[src/sv/gmnc_pkg.sv]
// Shared types, constants and GF(2) matrix functions of the nibble codec.
`default_nettype none

package gmnc_pkg;

	// Fixed geometry of the key matrix.
	localparam int MsgBits  = 4;
	localparam int CodeBits = 8;
	localparam int KeyWidth = MsgBits * CodeBits;
	localparam int DataW    = 32;
	localparam int AddrW    = 3;

	// Default depth of the result queue.
	localparam int OutDepth = 4;

	// Register index, taken from bit 2 of the byte address.
	typedef enum logic [0:0] {
		REG_KEY  = 1'b0,
		REG_MODE = 1'b1
	} reg_idx_t;

	// Register contents seen by the datapath, plus the pair clear pulse.
	typedef struct packed {
		logic [KeyWidth-1:0] key;
		logic                decode_mode;
		logic                pair_clear;
	} cfg_t;

	// One result beat.
	typedef struct packed {
		logic [CodeBits-1:0] out_byte;
		logic                last;
		logic                key_error;
	} res_t;

	// Results handed from the datapath to the queue in one cycle.
	typedef struct packed {
		logic [1:0] cnt;
		res_t       r0;
		res_t       r1;
	} push_t;

	// Row r of the key; row 0 sits in the top byte.
	function automatic logic [CodeBits-1:0] key_row(input logic [KeyWidth-1:0] key,
			input int r);
		return key[KeyWidth-1-CodeBits*r -: CodeBits];
	endfunction

	// Column k of the key as a vector with bit r taken from row r.
	function automatic logic [MsgBits-1:0] key_col(input logic [KeyWidth-1:0] key,
			input int k);
		logic [MsgBits-1:0] v;
		v = '0;
		for (int r = 0; r < MsgBits; r++) begin
			v[r] = key[KeyWidth-1-CodeBits*r-k];
		end
		return v;
	endfunction

	// Code byte: XOR of the rows selected by the nibble, bit 3 selecting row 0.
	function automatic logic [CodeBits-1:0] encode_nibble(input logic [KeyWidth-1:0] key,
			input logic [MsgBits-1:0] nib);
		logic [CodeBits-1:0] acc;
		acc = '0;
		for (int r = 0; r < MsgBits; r++) begin
			if (nib[MsgBits-1-r]) begin
				acc = acc ^ key_row(key, r);
			end
		end
		return acc;
	endfunction

	// Recovered nibble in the low bits and a missing-column flag on top.
	// Each message bit comes from the first column equal to its unit vector.
	function automatic logic [MsgBits:0] decode_nibble(input logic [KeyWidth-1:0] key,
			input logic [CodeBits-1:0] code);
		logic [MsgBits-1:0] nib;
		logic               err;
		logic               found;
		nib = '0;
		err = 1'b0;
		for (int j = 0; j < MsgBits; j++) begin
			found = 1'b0;
			for (int k = 0; k < CodeBits; k++) begin
				if (!found && (key_col(key, k) == (MsgBits'(1) << j))) begin
					found             = 1'b1;
					nib[MsgBits-1-j]  = code[CodeBits-1-k];
				end
			end
			if (!found) begin
				err = 1'b1;
			end
		end
		return {err, nib};
	endfunction

endpackage

`default_nettype wire

[src/sv/gmnc_apb_regs.sv]
// APB register file holding the key matrix and the mode bit.
`default_nettype none

module gmnc_apb_regs (
	input  wire logic                        clk,
	input  wire logic                        arst_n,
	input  wire logic                        psel,
	input  wire logic                        penable,
	input  wire logic                        pwrite,
	input  wire logic [gmnc_pkg::AddrW-1:0]  paddr,
	input  wire logic [gmnc_pkg::DataW-1:0]  pwdata,
	output logic      [gmnc_pkg::DataW-1:0]  prdata,
	output logic                             pready,
	output gmnc_pkg::cfg_t                   cfg
);

	logic [gmnc_pkg::KeyWidth-1:0] key_q;
	logic                          mode_q;
	logic                          wr_en;
	gmnc_pkg::reg_idx_t            idx;

	assign pready = 1'b1;
	assign wr_en  = psel & penable & pwrite;
	assign idx    = gmnc_pkg::reg_idx_t'(paddr[2]);

	// Register writes on the access phase.
	always_ff @(posedge clk or negedge arst_n) begin
		if (!arst_n) begin
			key_q  <= '0;
			mode_q <= 1'b0;
		end else if (wr_en) begin
			unique case (idx)
				gmnc_pkg::REG_KEY:  key_q  <= pwdata[gmnc_pkg::KeyWidth-1:0];
				gmnc_pkg::REG_MODE: mode_q <= pwdata[0];
				default:            key_q  <= key_q;
			endcase
		end
	end

	// Read data mux.
	always_comb begin
		unique case (idx)
			gmnc_pkg::REG_KEY:  prdata = key_q;
			gmnc_pkg::REG_MODE: prdata = {{(gmnc_pkg::DataW-1){1'b0}}, mode_q};
			default:            prdata = '0;
		endcase
	end

	// A mode write drops any half-received decode pair.
	assign cfg.key         = key_q;
	assign cfg.decode_mode = mode_q;
	assign cfg.pair_clear  = wr_en && (idx == gmnc_pkg::REG_MODE);

endmodule

`default_nettype wire

[src/sv/gmnc_core.sv]
// Input register, encode and decode logic, and decode pair state.
`default_nettype none

module gmnc_core (
	input  wire logic                           clk,
	input  wire logic                           arst_n,
	input  wire logic                           in_valid,
	output logic                                in_stall,
	input  wire logic [gmnc_pkg::CodeBits-1:0]  data_byte,
	input  wire gmnc_pkg::cfg_t                 cfg,
	input  wire logic                           room,
	output gmnc_pkg::push_t                     push
);

	logic                           valid_s1;
	logic [gmnc_pkg::CodeBits-1:0]  byte_s1;
	logic                           second_half_q;
	logic [gmnc_pkg::MsgBits-1:0]   held_nibble_q;
	logic                           held_error_q;
	logic                           accept;
	logic                           advance;
	logic [gmnc_pkg::CodeBits-1:0]  enc_hi;
	logic [gmnc_pkg::CodeBits-1:0]  enc_lo;
	logic [gmnc_pkg::MsgBits:0]     dec;

	// The input register moves on whenever the queue can take two beats.
	assign advance  = valid_s1 & room;
	assign in_stall = valid_s1 & ~room;
	assign accept   = in_valid & ~in_stall;

	always_ff @(posedge clk or negedge arst_n) begin
		if (!arst_n) begin
			valid_s1 <= 1'b0;
		end else if (accept) begin
			valid_s1 <= 1'b1;
		end else if (advance) begin
			valid_s1 <= 1'b0;
		end
	end

	always_ff @(posedge clk) begin
		if (accept) begin
			byte_s1 <= data_byte;
		end
	end

	// Matrix products for the held byte.
	assign enc_hi = gmnc_pkg::encode_nibble(cfg.key, byte_s1[7:4]);
	assign enc_lo = gmnc_pkg::encode_nibble(cfg.key, byte_s1[3:0]);
	assign dec    = gmnc_pkg::decode_nibble(cfg.key, byte_s1);

	// Result beats produced by the byte leaving the input register.
	always_comb begin
		push.cnt = 2'd0;
		push.r0  = '{out_byte: enc_hi, last: 1'b0, key_error: 1'b0};
		push.r1  = '{out_byte: enc_lo, last: 1'b1, key_error: 1'b0};
		if (advance) begin
			if (!cfg.decode_mode) begin
				push.cnt = 2'd2;
			end else if (second_half_q) begin
				push.cnt = 2'd1;
				push.r0  = '{out_byte: {held_nibble_q, dec[gmnc_pkg::MsgBits-1:0]},
						last: 1'b1,
						key_error: dec[gmnc_pkg::MsgBits] | held_error_q};
			end
		end
	end

	// Decode pair state: the first byte is held, the second completes the pair.
	always_ff @(posedge clk or negedge arst_n) begin
		if (!arst_n) begin
			second_half_q <= 1'b0;
			held_nibble_q <= '0;
			held_error_q  <= 1'b0;
		end else if (cfg.pair_clear) begin
			second_half_q <= 1'b0;
			held_nibble_q <= '0;
			held_error_q  <= 1'b0;
		end else if (advance && cfg.decode_mode) begin
			if (second_half_q) begin
				second_half_q <= 1'b0;
				held_nibble_q <= '0;
				held_error_q  <= 1'b0;
			end else begin
				second_half_q <= 1'b1;
				held_nibble_q <= dec[gmnc_pkg::MsgBits-1:0];
				held_error_q  <= dec[gmnc_pkg::MsgBits];
			end
		end
	end

	// A byte held back for lack of queue space keeps its value.
	a_hold_s1: assert property (@(posedge clk) disable iff (!arst_n)
		(valid_s1 && !room) |=> (valid_s1 && $stable(byte_s1)))
		else $error("input register changed while held");

	// A mode write leaves no half pair behind.
	a_pair_clear: assert property (@(posedge clk) disable iff (!arst_n)
		cfg.pair_clear |=> !second_half_q)
		else $error("pair state survived a mode write");

	// Encoding always produces two beats per byte; decoding at most one.
	a_push_cnt: assert property (@(posedge clk) disable iff (!arst_n)
		advance |-> (cfg.decode_mode ? (push.cnt != 2'd2) : (push.cnt == 2'd2)))
		else $error("wrong number of result beats");

endmodule

`default_nettype wire

[src/sv/gmnc_out_fifo.sv]
// Result queue taking up to two beats a cycle and sending one while out_stall is low.
`default_nettype none

module gmnc_out_fifo #(
	parameter int DEPTH = gmnc_pkg::OutDepth
) (
	input  wire logic                           clk,
	input  wire logic                           arst_n,
	input  wire gmnc_pkg::push_t                push,
	output logic                                room,
	output logic                                out_valid,
	input  wire logic                           out_stall,
	output logic [gmnc_pkg::CodeBits-1:0]       out_byte,
	output logic                                last,
	output logic                                key_error
);

	localparam int PtrW = (DEPTH > 1) ? $clog2(DEPTH) : 1;
	localparam int CntW = $clog2(DEPTH + 1);

	gmnc_pkg::res_t   mem_q [DEPTH];
	logic [PtrW-1:0]  wr_ptr_q;
	logic [PtrW-1:0]  rd_ptr_q;
	logic [CntW-1:0]  count_q;
	logic [PtrW-1:0]  wr_ptr1;
	logic [PtrW-1:0]  wr_ptr2;
	logic             pop;

	function automatic logic [PtrW-1:0] ptr_inc(input logic [PtrW-1:0] p);
		return (p == PtrW'(DEPTH - 1)) ? '0 : p + 1'b1;
	endfunction

	assign wr_ptr1   = ptr_inc(wr_ptr_q);
	assign wr_ptr2   = ptr_inc(wr_ptr1);
	assign out_valid = (count_q != '0);
	assign pop       = out_valid & ~out_stall;
	assign room      = (count_q <= CntW'(DEPTH - 2));

	// Entry storage.
	always_ff @(posedge clk) begin
		if (push.cnt != 2'd0) begin
			mem_q[wr_ptr_q] <= push.r0;
		end
		if (push.cnt == 2'd2) begin
			mem_q[wr_ptr1] <= push.r1;
		end
	end

	// Pointers and fill count.
	always_ff @(posedge clk or negedge arst_n) begin
		if (!arst_n) begin
			wr_ptr_q <= '0;
			rd_ptr_q <= '0;
			count_q  <= '0;
		end else begin
			case (push.cnt)
				2'd1:    wr_ptr_q <= wr_ptr1;
				2'd2:    wr_ptr_q <= wr_ptr2;
				default: wr_ptr_q <= wr_ptr_q;
			endcase
			if (pop) begin
				rd_ptr_q <= ptr_inc(rd_ptr_q);
			end
			count_q <= count_q + CntW'(push.cnt) - CntW'(pop);
		end
	end

	// Head entry drives the output beat.
	assign out_byte  = mem_q[rd_ptr_q].out_byte;
	assign last      = mem_q[rd_ptr_q].last;
	assign key_error = mem_q[rd_ptr_q].key_error;

	// The fill count never passes the depth.
	a_count_max: assert property (@(posedge clk) disable iff (!arst_n)
		count_q <= CntW'(DEPTH))
		else $error("result queue overfilled");

	// Beats are only pushed where they fit.
	a_push_fit: assert property (@(posedge clk) disable iff (!arst_n)
		(push.cnt != 2'd0) |-> ((int'(count_q) + int'(push.cnt)) <= DEPTH))
		else $error("push into a full result queue");

	// A stalled head beat stays offered and unchanged.
	a_hold_out: assert property (@(posedge clk) disable iff (!arst_n)
		(out_valid && out_stall) |=> (out_valid && $stable(out_byte) && $stable(last)
			&& $stable(key_error)))
		else $error("head beat changed while stalled");

endmodule

`default_nettype wire

[src/sv/gf2_matrix_nibble_codec.sv]
// Nibble codec: GF(2) matrix encoder and decoder with an APB register port.
//
// Usage: write the 32-bit key matrix at address 0 and the mode bit at
// address 4 while the block is idle; a mode write drops a half-received
// decode pair. Bytes enter on in_valid/in_stall/data_byte and results leave
// on out_valid/out_stall with out_byte, last and key_error; a beat moves at
// an edge where valid is high and stall is low.
// Encode: each input byte gives two beats, the high nibble's code byte first
// (last low) and then the low nibble's (last high). Decode: bytes pair up,
// the second byte of each pair giving one beat with last high; key_error
// flags a key with no matching identity column.
// A byte is held in the input register, and its result beats are written into
// the result queue and offered from there, an encode's high beat first.
// Throughput: the output sends one beat per cycle while out_stall is low;
// decoding takes a byte every cycle while the queue has two free entries.
// Reset clears the registers, the pair state and the result queue. When the
// receiver stalls, the queue of OUT_DEPTH beats fills; in_stall rises while a
// byte waits in the input register and fewer than two entries are free, and
// nothing is lost.
`default_nettype none

module gf2_matrix_nibble_codec #(
	parameter int OUT_DEPTH = gmnc_pkg::OutDepth
) (
	input  wire logic                           clk,
	input  wire logic                           arst_n,
	input  wire logic                           psel,
	input  wire logic                           penable,
	input  wire logic                           pwrite,
	input  wire logic [gmnc_pkg::AddrW-1:0]     paddr,
	input  wire logic [gmnc_pkg::DataW-1:0]     pwdata,
	output logic      [gmnc_pkg::DataW-1:0]     prdata,
	output logic                                pready,
	input  wire logic                           in_valid,
	output logic                                in_stall,
	input  wire logic [gmnc_pkg::CodeBits-1:0]  data_byte,
	output logic                                out_valid,
	input  wire logic                           out_stall,
	output logic      [gmnc_pkg::CodeBits-1:0]  out_byte,
	output logic                                last,
	output logic                                key_error
);

	gmnc_pkg::cfg_t  cfg;
	gmnc_pkg::push_t push;
	logic            room;

	// Configuration registers.
	gmnc_apb_regs u_regs (
		.clk     (clk),
		.arst_n  (arst_n),
		.psel    (psel),
		.penable (penable),
		.pwrite  (pwrite),
		.paddr   (paddr),
		.pwdata  (pwdata),
		.prdata  (prdata),
		.pready  (pready),
		.cfg     (cfg)
	);

	// Input register and matrix logic.
	gmnc_core u_core (
		.clk       (clk),
		.arst_n    (arst_n),
		.in_valid  (in_valid),
		.in_stall  (in_stall),
		.data_byte (data_byte),
		.cfg       (cfg),
		.room      (room),
		.push      (push)
	);

	// Result queue toward the receiver.
	gmnc_out_fifo #(
		.DEPTH (OUT_DEPTH)
	) u_out (
		.clk       (clk),
		.arst_n    (arst_n),
		.push      (push),
		.room      (room),
		.out_valid (out_valid),
		.out_stall (out_stall),
		.out_byte  (out_byte),
		.last      (last),
		.key_error (key_error)
	);

endmodule

`default_nettype wire
[config.mk]
export PLATFORM = sky130hd
export DESIGN_NAME = gf2_matrix_nibble_codec
export DESIGN_NICKNAME = d
export VERILOG_FILES = /design/src/sv/gmnc_pkg.sv /design/src/sv/gmnc_apb_regs.sv /design/src/sv/gmnc_core.sv /design/src/sv/gmnc_out_fifo.sv /design/src/sv/gf2_matrix_nibble_codec.sv
export SDC_FILE = /design/constraint.sdc
export NUM_CORES = 1
export LEC_CHECK = 0
export ABC_AREA = 1
export BUFFER_PORTS_ARGS = -buffer_cell sky130_fd_sc_hd__buf_2
export CORE_ASPECT_RATIO = 1.4
export CORE_MARGIN = 5
export CORE_UTILIZATION = 30
export CTS_BUF_LIST = sky130_fd_sc_hd__clkbuf_8
export DETAILED_ROUTE_END_ITERATION = 12
export GPL_TIMING_DRIVEN = 0
export MAX_ROUTING_LAYER = met4
export PLACE_DENSITY_LB_ADDON = 0.25
export SETUP_SLACK_MARGIN = 0.5
export SLEW_MARGIN = 20
export SYNTH_ARGS = -nofsm -noshare
export SYNTH_HDL_FRONTEND = slang
export SYNTH_SLANG_ARGS = --single-unit
[constraint.sdc]
create_clock -name clk -period 5.05 [get_ports clk]
set_input_delay 0.2525 -clock clk [delete_from_list [all_inputs] [get_ports clk]]
set_output_delay 0.2525 -clock clk [all_outputs]
set_load 0.02 [all_outputs]
### Yosys cells after proc, flatten, opt, wreduce, memory -nomap -nowiden

Memory sizes are Yosys's and may differ from the RTL's.
Index checks and enable logic that the tools add are counted.

| word-level totals | value |
|---|---|
| memories | 1 |
| register bits | 55 |
| input bits | 50 |
| word-level logic and storage cells | 236 |
| bits in writable memories | 40 |
| output and inout bits | 45 |

| cells by class | value |
|---|---|
| bitwise operators | 17 |
| $lt $le $gt $ge | 1 |
| reduce and logical (&&, ||, !) cells | 65 |
| mux-type cells | 100 |
| add/subtract/negate cells | 5 |
| equal/unequal tests | 37 |

Memory list:

| name | depth | bits a word | read ports | clocked after Yosys merged registers in | write ports | RTL line | text |
|---|---|---|---|---|---|---|---|
| u_out.mem_q | 4 | 10 | 1 | 0 | 2 | gmnc_out_fifo.sv:21 | `gmnc_pkg::res_t mem_q [DEPTH];` |

Operators by type and width:

| cell | count |
|---|---|
| two-way mux 1 bit | 80 |
| two-way mux 8 bit | 8 |
| case mux 32 bit (2 select lines) | 1 |
| bitwise XOR 8 bit | 6 |
| == test 4 x 1 -> 1 bit, second input constant | 8 |
| == test 4 x 2 -> 1 bit, second input constant | 8 |
| == test 4 x 3 -> 1 bit, second input constant | 8 |
| == test 4 bit, second input constant | 8 |
| logical AND 1 bit | 30 |
| logical NOT 1 bit | 28 |
| two-way mux 12 bit | 1 |
| two-way mux 4 bit | 3 |
| two-way mux 11 bit | 1 |
| two-way mux 10 bit | 1 |
| == test 2 bit, second input constant | 4 |
| two-way mux 2 bit | 4 |
| nonzero test 2 bit | 4 |
| adder 2 x 1 -> 2 bit, second input constant | 3 |
| bitwise AND 1 bit | 6 |
| NOT 1 bit | 4 |
| case mux 2 bit (2 select lines) | 1 |
| AND reduction 2 bit | 2 |
| adder 3 x 2 -> 3 bit | 1 |
| less-or-equal comparator 3 x 2 -> 1 bit, second input constant | 1 |
| other kinds (4) | 4 |

### Longest topological paths before layout

Gate-level depths: netlist (run 1).

| depth | value |
|---|---|
| depth in word-level cells | 34 |
| mapped depth | 16 |
| depth with buffers taken out | 16 |

### By module

From an unflattened synthesis (run 1), not the netlist that was laid out.

| second synthesis, totals | value |
|---|---|
| cell total of the unflattened synthesis | 916 |
| area, all modules | 6727.7 um^2 |

By module, submodules not included:

| module | cells an instance | area an instance (um^2) | instances |
|---|---|---|---|
| gmnc_out_fifo | 287 | 2673.8 | 1 |
| gmnc_core | 409 | 2347.3 | 1 |
| gmnc_apb_regs | 220 | 1706.6 | 1 |

### Worst setup path before layout (run 1)

Ideal clock, no wire load.

| timing path | value |
|---|---|
| path kind | reg-to-reg |
| start point | reg u_out.count_q[2] |
| end point | mem u_out.mem_q[1][7] (netlist name), data pin |
| slack | 2.702 ns |
| clock period less this slack | 2.348 ns |
| library setup time | 0.154 ns |
| arrival | 2.194 ns |
| data required time | 4.896 ns |
| buffers on the path | 0 |
| cell stages (with the launch flop) | 13 |
| cell sequence | dfrtp_1 > nor2_1 > nor2_1 > nor2_1 > inv_2 > nor2_4 > clkinv_1 > ha_1 > nand2_1 > inv_1 > nor2_1 > inv_1 > o22ai_1 |

RTL lines:

| what | RTL line | text |
|---|---|---|
| from (decl) | gmnc_out_fifo.sv:24 | `logic [CntW-1:0] count_q;` |
| from (signal assigned) | gmnc_out_fifo.sv:64 | `count_q <= count_q + CntW'(push.cnt) - CntW'(pop);` |
| to (decl) | gmnc_out_fifo.sv:21 |  |

==> results of run 1 <==
==> placed cells by master, fill, tap and decap left out, drive strengths merged, types with 28 or more instances in the layout <==
| master | n |
|---|---|
| nand2 | 196 |
| nor2 | 133 |
| inv | 107 |
| buf | 98 |
| nand3 | 49 |
| dfrtp | 47 |
| o21ai | 44 |
| edfxtp | 40 |
| a21oi | 38 |
| xnor2 | 34 |
| o22ai | 28 |
==> path summary, 6_finish.rpt <==
check / startpoint / to / slack [ps] / depth (start not counted)
setup / recovery: u_out.count_q[2]$_DFF_PN0_ / u_out.mem_q[1][9]$_DFFE_PP_ / 1730 / 12
hold / removal: data_byte[6] / u_core.byte_s1[6]$_DFFE_PP_ / 40 / 1
setup reg to reg: u_out.count_q[2]$_DFF_PN0_ / u_out.mem_q[1][9]$_DFFE_PP_ / 1730 / 12
hold reg to reg: u_out.mem_q[3][0]$_SDFFE_PP0P_ / u_out.mem_q[3][0]$_SDFFE_PP0P_ / 480 / 2
max in group asynchronous: arst_n / u_regs.key_q[27]$_DFFE_PN0P_ / 4140 / 2
min in group asynchronous: arst_n / u_regs.key_q[16]$_DFFE_PN0P_ / 420 / 2
==> layer usage <==
metal	share of wire, %	vias to the layer above
li1	-	2813
met1	40	2593
met5	0	-
met4	3.1	0
met3	2.8	33
met2	54	123
==> critical path, delay by kind of cell, from the launching register on <==
| kind | cells | cell delay, ps |
|---|---|---|
| compound gates | 1 | 210 |
| fa+ha+maj | 1 | 410 |
| buf+inv | 4 | 810 |
| flops | 1 | 420 |
| simple gates | 6 | 1300 |
==> metrics by stage <==
stage	instance area, sq um	util [%]
detailed placement	6830	34.4
CTS	7020	35.4
finish	7020	35.4
global placement	6820	34.4
global route	7020	35.4
floorplan	6060	-
==> cell families (layout without fill, tap and decap cells) <==
group	after synthesis	count (layout)	share of synthesized area, %
AND/OR/NAND/NOR	413	413	29.7
flip-flops	95	95	41.9
other	1	1	0.0619
adder cells (fa/ha/maj)	12	12	2.60
AO/OA/AOI/OAI	110	110	9.98
buffers and inverters	132	239	8.43
XOR/XNOR	51	51	7.37
==> layout make-up <==
| cell class | instances | area (sq um) |
|---|---|---|
| multi-input cells | 587 | 3010 |
| well taps | 252 | 315 |
| flip-flops and latches | 95 | 2540 |
| clock buffers | 9 | 124 |
| repair buffers | 91 | 463 |
| clock inverters | 7 | 57.6 |
| fillers | 2185 | 12800 |
| plain buffers | 26 | 113 |
| inverters | 106 | 398 |
==> flip-flops by register name (all words and copies together) (netlist names) <==
name                  cells
u_core.held_error_q       1
u_regs.mode_q             1
u_core.byte_s1            8
u_core.valid_s1           1
u_out.mem_q              40
u_regs.key_q             32
u_core.second_half_q      1
u_out.count_q             3
u_out.wr_ptr_q            2
u_out.rd_ptr_q            2
u_core.held_nibble_q      4
==> timing repair <==
item,in CTS,in global routing
endpoints found under the hold margin,47,0
hold buffers,1,0
resized for setup,0,0
==> power by group <==
group	leakage, nW	switching [mW]	internal, mW
sequential	0.973	0.159	1.07
combinational	2.29	1.21	0.587
clock	0.0877	0.307	0.185
total	3.35	1.68	1.84
==> run summary, run 1 <==
Least-Margin Pin Slew - 727 ps
Net Count, Synth - 876
Yosys reg bits - 95
Top cells by area, synth - edfxtp_1 (20%), dfrtp_1 (19%), nand2_1 (12%), nor2_1 (7.6%), inv_1 (6.0%)
CP Launch Type - register
Final Skew - 14.4 ps
Ys Warns - 0
Synth Area per Inst - 7.44 sq um
Routed WL - 19000 um
Gpl congestion - 0.923
DRC viols - 0
CTS max path bufs - 2
Drt initial violations - 318
EDFF count, synth - 40
Setup Slack @ Placement - 1800 ps
Ant diodes - 0
Outcome - completed
Leak - 3.35 nW
Crit Path Max Fanout - 10
Max-Cap Viols - 0
Min-Delay Path Class - input port to register
Antenna-violating nets left - 0
Setup violators final - 0
F_max - 301 MHz
Top-area cell type share of the netlist area - 19.8%
Crit-path max cell delay - 420 ps
Core box area - 0.0198 sq mm
WS Path Type - register to register
Slowest CP cell - dfrtp_1
Crit-path cells - nor2_1 -> nor2_1 -> nor2_1 -> inv_2 -> nor2_4 -> clkinv_1 -> ha_1 -> nand2_1 -> inv_1 -> nor2_1 -> inv_1 -> o22ai_1
Top_reg_cell synth - dfrtp_1
CTS tree - yes
Yosys top cell by area - edfxtp_1
Finished Layout Cells - 1173
Final Power - 3.52 mW
Post-synthesis cell type count - 35
Io pins - 95
Mapped Cells - 814
FFs w/ async S/R, synth - 49.5%
Die X - 130 um
Dominant cell by count in the synthesized netlist - nand2_1
Slew margin rel. - 51.5%
Clock Root Buffer - clkbuf_8
Post-route setup TNS - 0 ps
Drt first pass iters - 6
Initial antenna violation count - 0
Largest net degree at the start of global routing - 48
Placed Cells - 1156
Setup Fix Bufs, Post-CTS - 0
Gr ovfl total - 0
Total GRT Usage - 17.2%
Final WS setup - 1730 ps
Post-synthesis sequential area ratio - 41.9%
Final Hold Vio Count - 0
Post-Syn Area - 0.00606 sq mm
First-pass GRT wire length - 29700 um
Via density - 4.74
Worst Setup End Kind - register
# rows - 61
CTS sink count - 95
DR vias - 5562
Clock transition at the registers of the reported paths - 110 ps
Initial core utilization - 30.5%
Crit path DAT - 3530 ps
Die height - 178 um
Part of the cycle the worst path needs - 65.7%
Area Overhead vs Synth - 15.8%
Maximum VDD drop - 187 uV
Busiest metal layer after global routing - met2
GRT met2 Usage - 31.5%
Vias in the first global route - 5458
H-tree depth - 3
Cell mode on critical path - nor2_1
Pwr dens - 501 mW/mm^2
Min Hold Slack - 41.7 ps
Slew Viols, Final - 0
Die ar. - 0.0232 sq mm
CP Data Required Time - 5260 ps
GR Util met1 - 18.8%
Fin crit period - 3320 ps
IO Port Bufs - 90
RSZ-0062 raised after global routing - no
Layout cells sized above 1 - 16.8%
Detailed Place HPWL - 15200 um
WL/cell - 16.2 um
Met3 usage - 2.49%
# nets final - 978
Synth top cells by count - nand2_1 (189), nor2_1 (122), inv_1 (97)
Clock latency on the worst-skew pair - 380 ps
TritonCTS Buffers - 9
(Power assumes the default switching activity.)
==> run 2: changes to the inputs <==
Clock period 5.05 ns to 3.2 ns, I/O delays scaled along.
==> run 2 against run 1 <==
Effect of this change: clock power is 59% higher; non-clock buffer count is 9 higher; die area stayed put; utilization is 0.68 points higher; final cell count is 0.77% higher; worst hold slack worse by 26 ps.
==> run summary, run 2 (synthesis results as in run 1) <==
Crit-path max cell delay - 430 ps (about the same)
Fillcell total - 2170 (-0.69%)
H-tree depth - 3 (unchanged)
Detailed Place HPWL - 15200 um (unchanged)
Ant diodes - 0 (unchanged)
Fin crit period - 2450 ps (-869 ps)
WL/cell - 16.2 um (about the same)
Final Power - 5.61 mW (+59%)
Setup Fix Bufs, Post-CTS - 0 (unchanged)
Drt initial violations - 302 (-5.0%)
# rows - 61 (unchanged)
Gate power share - 51.5% (+0.3 points)
Final Cell Area - 0.00715 sq mm (+1.9%)
CTS tree - yes
Die X - 130 um (unchanged)
Area Overhead vs Synth - 18.1%
Gr ovfl total - 0 (unchanged)
CTS max path bufs - 2 (unchanged)
Initial core utilization - 30.5% (unchanged)
CP Launch Type - register
Max-Cap Viols - 0 (unchanged)
Vias in the first global route - 5543 (+1.6%)
Outcome - completed
Leak - 3.38 nW (+0.96%)
Hold path start - pwdata[30]
Fin util - 36.0% (+0.68 points)
Top reg by flops - u_out.mem_q
Met3 usage - 2.49% (unchanged)
Drt first pass iters - 5 (-1)
Most frequent cells in the layout - nand2_1 (187), nor2_1 (116), buf_2 (95), inv_1 (94), dfrtp_1 (47)
Io pins - 95 (unchanged)
Die ar. - 0.0232 sq mm (unchanged)
Part of the cycle the worst path needs - 76.6% (+11 points)
Switch share - 47.8% (+0.068 points)
Gpl congestion - 0.923 (unchanged)
Routed WL - 19200 um (+0.81%)
CP Buf/Inv Count - 4 (unchanged)
First-pass GRT wire length - 30000 um (+1.0%)
Crit path max-delay family - simple AND/OR/NAND/NOR gates
Final WS setup - 749 ps (-981 ps)
Clock Power Share - 13.9% (about the same)
DRC viols - 0 (unchanged)
F_max - 408 MHz (+35%)
Worst r2r src - u_out.count_q[2]$_DFF_PN0_
GRT met2 Usage - 31.9% (+0.43 points)
Sw Pwr - 2.68 mW (+60%)
Max reg flops - 40 (unchanged)
RSZ-0062 raised after global routing - no
Setup violators final - 0 (unchanged)
Worst Setup End Kind - register
GR Util met1 - 18.9% (+0.037 points)
Clock latency on the worst-skew pair - 380 ps (about the same)
Placed Cells - 1156 (unchanged)
Largest regs - u_out.mem_q: 40 flops, u_regs.key_q: 32 flops, u_core.byte_s1: 8 flops
Core box area - 0.0198 sq mm (unchanged)
Slowest CP cell - dfrtp_1
Antenna-violating nets left - 0 (unchanged)
Crit path DAT - 2670 ps (-860 ps)
CTS sink count - 95 (unchanged)
Commonest non-fill, non-tap cell in the layout - nand2_1
Seq pwr share - 34.6% (-0.2 points)
Min Hold Slack - 16.1 ps (-25.6 ps)
Post-route setup TNS - 0 ps (unchanged)
Final Skew - 14.4 ps (-0.00480 ps)
DP Area - 0.00683 sq mm (unchanged)
Slew margin rel. - 51.1% (-0.45 points)
Maximum VDD drop - 297 uV (+59%)
Internal power - 2.93 mW (+59%)
IO Port Bufs - 90 (unchanged)
Crit Path Max Fanout - 10 (unchanged)
Setup Slack @ Placement - -50.8 ps (-1850 ps)
Slew Viols, Final - 0 (unchanged)
Initial antenna violation count - 0 (unchanged)
Busiest metal layer after global routing - met2
DR vias - 5609 (+0.85%)
Crit-path cells - nor2_2 -> nor2_1 -> nor2_2 -> inv_2 -> nor2_4 -> inv_4 -> ha_2 -> nand2_1 -> inv_1 -> nor2_4 -> inv_1 -> o22ai_1
Pwr dens - 784 mW/mm^2 (+56%)
Finished Layout Cells - 1182 (+0.77%)
CP startpoint - u_out.count_q[2]$_DFF_PN0_
Total GRT Usage - 17.3% (+0.14 points)
Largest net degree at the start of global routing - 48 (unchanged)
# nets final - 987 (+0.92%)
Final Hold Vio Count - 0 (unchanged)
Layout cells sized above 1 - 18.1% (+1.2 points)
Least-Margin Pin Slew - 734 ps (+6.80 ps)
Min-Delay Path Class - input port to register
Die height - 178 um (unchanged)
CP Data Required Time - 3420 ps (-1840 ps)
Clock Root Buffer - clkbuf_8
Clock transition at the registers of the reported paths - 110 ps (about the same)
TritonCTS Buffers - 9 (unchanged)
WS Path Type - register to register
Via density - 4.75 (about the same)
## run 2: timing repair
| action | in CTS | in global routing |
|---|---|---|
| gates cloned | 0 | 0 |
| resized for setup | 11 | 7 |
| hold endpoints to repair | 56 | 0 |
| hold buffers | 10 | 0 |
| setup endpoints to repair | 72 | 55 |
## run 2: worst paths after layout
path                                                             to  slack (ps)  cells after the start
worst max register to register          u_out.mem_q[2][7]$_DFFE_PP_         750                     12
max in group asynchronous       u_core.held_nibble_q[2]$_DFFE_PN0P_        2380                      2
worst max-delay path                    u_out.mem_q[2][7]$_DFFE_PP_         750                     12
worst min-delay path                   u_regs.key_q[30]$_DFFE_PN0P_          20                      3
min in group asynchronous              u_regs.key_q[16]$_DFFE_PN0P_         320                      2
worst min register to register       u_out.mem_q[3][0]$_SDFFE_PP0P_         480                      2
## run 2: area by class of cell
cell class / count / area, sq um / area share, %
Inverter: 106 / 400 / 5.60
Multi-Input combinational cell: 587 / 3050 / 42.7
Sequential cell: 95 / 2540 / 35.5
Clock inverter: 7 / 57.6 / 0.805
Timing Repair Buffer: 100 / 553 / 7.73
Buffer: 26 / 113 / 1.57
Clock buffer: 9 / 124 / 1.73
Tap cell: 252 / 315 / 4.41
## run 2: power by group through the flow
stage	Clock (mW)	Sequential, mW	Combinational, mW
global placement	0	1.96	2.82
finish	0.782	1.94	2.89
global route	0.836	1.98	3.23
CTS	0.786	1.93	2.90
floorplan	0	1.87	2.06
detailed placement	0	1.96	2.86
## run 2: layer usage
layer / vias up / wire (um)
li1: 2838 / -
met1: 2611 / 7650
met2: 126 / 10400
met3: 34 / 553
met4: 0 / 597
met5: - / 0
## run 2: worst register-to-register path: stages, from the launching register on
cell and delay, ps:
dfrtp_1 430, nor2_2 140, nor2_1 80, nor2_2 170
inv_2 80, nor2_4 150, inv_4 90, ha_2 240
nand2_1 190, inv_1 180, nor2_4 200, inv_1 160
o22ai_1 160
==> run 3: changes to the inputs <==
Clock period 3.2 ns to 2.1 ns, I/O delays scaled along.
==> run 3 against run 2 <==
Effect of this change: critical path depth grew 2; largest cell class unchanged; combinational power grew to 2.6 times the previous value; largest power group unchanged; clock power grew 47%; global-route usage grew 1.9 points.
==> run summary, run 3 (synthesis results as in run 1) <==
Outcome - completed
WL/cell - 17.0 um (+4.6%)
Setup violators final - 0 (unchanged)
Area Overhead vs Synth - 56.0%
Drt initial violations - 279 (-7.6%)
CTS sink count - 95 (unchanged)
Final Power - 11.7 mW (+110%)
RSZ-0062 raised after global routing - yes
Drt first pass iters - 5 (unchanged)
IO Port Bufs - 90 (unchanged)
Final Hold Vio Count - 0 (unchanged)
Hold path start - pwdata[7]
Max-Cap Viols - 0 (unchanged)
Die X - 130 um (unchanged)
Critical path destination - u_out.mem_q[0][2]$_DFFE_PP_
Cell mode on critical path - nor2_4
Core box area - 0.0198 sq mm (unchanged)
First-pass GRT wire length - 33200 um (+10%)
Vias in the first global route - 6231 (+12%)
DRC viols - 0 (unchanged)
Final Skew - 19.5 ps (+5.10 ps)
CTS max path bufs - 2 (unchanged)
Most frequent cells in the layout - nand2_1 (152), nor2_1 (87), buf_2 (80), inv_1 (67), buf_4 (51)
F_max - 477 MHz (+17%)
Initial core utilization - 30.5% (unchanged)
Clock latency on the worst-skew pair - 390 ps (about the same)
Die height - 178 um (unchanged)
DR vias - 6137 (+9.4%)
Slew margin rel. - 53.8% (+2.7 points)
Via density - 4.78 (+0.80%)
Gpl congestion - 0.905 (-1.9%)
Slew Viols, Final - 0 (unchanged)
Min Hold Slack - 10.4 ps (-5.70 ps)
DP Area - 0.00697 sq mm (+2.1%)
Layout cells sized above 1 - 42.7% (+25 points)
Worst r2r src - u_out.count_q[2]$_DFF_PN0_
Routed WL - 21800 um (+14%)
Crit-path max cell delay - 450 ps (+20 ps)
WS Path Type - register to register
R2R cell count - 14 (+2)
Placed Cells - 1156 (unchanged)
Fin util - 47.6% (+12 points)
Maximum VDD drop - 438 uV (+47%)
Io pins - 95 (unchanged)
CP Launch Type - register
Crit path depth - 14 (+2)
Crit path max-delay family - simple AND/OR/NAND/NOR gates
Commonest non-fill, non-tap cell in the layout - nand2_1
# nets final - 1088 (+10%)
Largest net degree at the start of global routing - 48 (unchanged)
RR Endpoint - u_out.mem_q[0][2]$_DFFE_PP_
CP Data Required Time - 2360 ps (-1060 ps)
Finished Layout Cells - 1283 (+8.5%)
Total GRT Usage - 19.2% (+1.9 points)
Final WS setup - 4.45 ps (-744 ps)
Die ar. - 0.0232 sq mm (unchanged)
Max reg flops - 40 (unchanged)
Ant diodes - 0 (unchanged)
Top reg by flops - u_out.mem_q
Least-Margin Pin Slew - 693 ps (-40.9 ps)
Gr ovfl total - 0 (unchanged)
Min-Delay Path Class - input port to register
TritonCTS Buffers - 9 (unchanged)
Leak - 4.15 nW (+23%)
Clock transition at the registers of the reported paths - 100 ps (about the same)
Initial antenna violation count - 0 (unchanged)
Setup Slack @ Placement - -475 ps (-424 ps)
Crit Path Max Fanout - 5 (-5)
Reg-to-reg slack, setup - 4 ps (-740 ps)
CP Buf/Inv Count - 5 (+1)
Pwr dens - 1240 mW/mm^2 (+58%)
H-tree depth - 3 (unchanged)
CP startpoint - u_out.count_q[2]$_DFF_PN0_
Antenna-violating nets left - 0 (unchanged)
Final Cell Area - 0.00945 sq mm (+32%)
Clock Root Buffer - clkbuf_8
Fin crit period - 2100 ps (-356 ps)
Post-route setup TNS - 0 ps (unchanged)
Crit-path cells - nor2_4 -> nor2_2 -> nor2_4 -> inv_4 -> nor2_4 -> clkinv_4 -> ha_4 -> buf_12 -> nand2_8 -> inv_8 -> nor2_4 -> buf_12 -> nand3_2 -> nand2_2
Part of the cycle the worst path needs - 99.8% (+23 points)
# rows - 61 (unchanged)
Slowest CP cell - dfrtp_2
CTS tree - yes
Crit path DAT - 2360 ps (-310 ps)
Worst Setup End Kind - register
Detailed Place HPWL - 15500 um (+1.4%)
Largest regs - u_out.mem_q: 40 flops, u_regs.key_q: 32 flops, u_core.byte_s1: 8 flops
## run 3: changes by cell type in the layout (fill, tap and decap cells not counted), sizes merged
cell,delta
buf,+69
dlygate4sd3,+31
clkbuf,-3
clkinvlp,+3
nand2,+2
inv,-1
## run 3: metal layers
metal  wire length, um  vias to the layer above  global-route usage (%)
met5                 0                        -                       -
met4               780                        0                    7.06
met3               648                       56                    2.28
met2             12500                      142                    37.1
met1              7850                     2890                    19.5
li1                  -                     3049                       -
## run 3: how the worst min path moves through the flow
stage / slack (ps) / end / cells past startpoint
2_1_floorplan: -190 / u_core.held_error_q$_DFFE_PN0P_ / 0
3_3_place_gp: 280 / u_core.byte_s1[4]$_DFFE_PP_ / 1
3_5_place_dp: 190 / u_regs.key_q[16]$_DFFE_PN0P_ / 1
4_1_cts: 4 / u_regs.key_q[7]$_DFFE_PN0P_ / 3
5_1_grt: 40 / u_regs.key_q[7]$_DFFE_PN0P_ / 3
6_report: 10 / u_regs.key_q[7]$_DFFE_PN0P_ / 3
## run 3: worst register-to-register path: stages (launching register included)
cell and delay (ps):
dfrtp_2 450, nor2_4 110, nor2_2 60, nor2_4 140
inv_4 70, nor2_4 130, clkinv_4 90, ha_4 210
buf_12 150, nand2_8 80, inv_8 40, nor2_4 160
buf_12 140, nand3_2 70, nand2_2 80
## run 3: report_power, final
part / internal [mW] / switching [mW]
Clock: 0.422 / 0.723
Combinational: 3.19 / 4.28
Sequential: 2.59 / 0.504
Total: 6.20 / 5.51
## run 3: layout make-up
class	instances	area (sq um)
Clock inverter	7	41.3
Timing Repair Buffer	197	1600
Clock buffer	9	124
Timing Repair inverter	2	15.0
Buffer	26	195
Fill cell	1960	10400
Tap cell	252	315
Multi-Input combinational cell	589	4130
Sequential cell	95	2560
Inverter	106	468
## run 3: repair_timing
action	in CTS	in global routing
hold buffers	41	0
gates resized for setup	226	145
setup endpoints to repair	101	101
gates cloned	6	1
endpoints found under the hold margin	87	0
pin swaps	55	53
buffers inserted	36	27
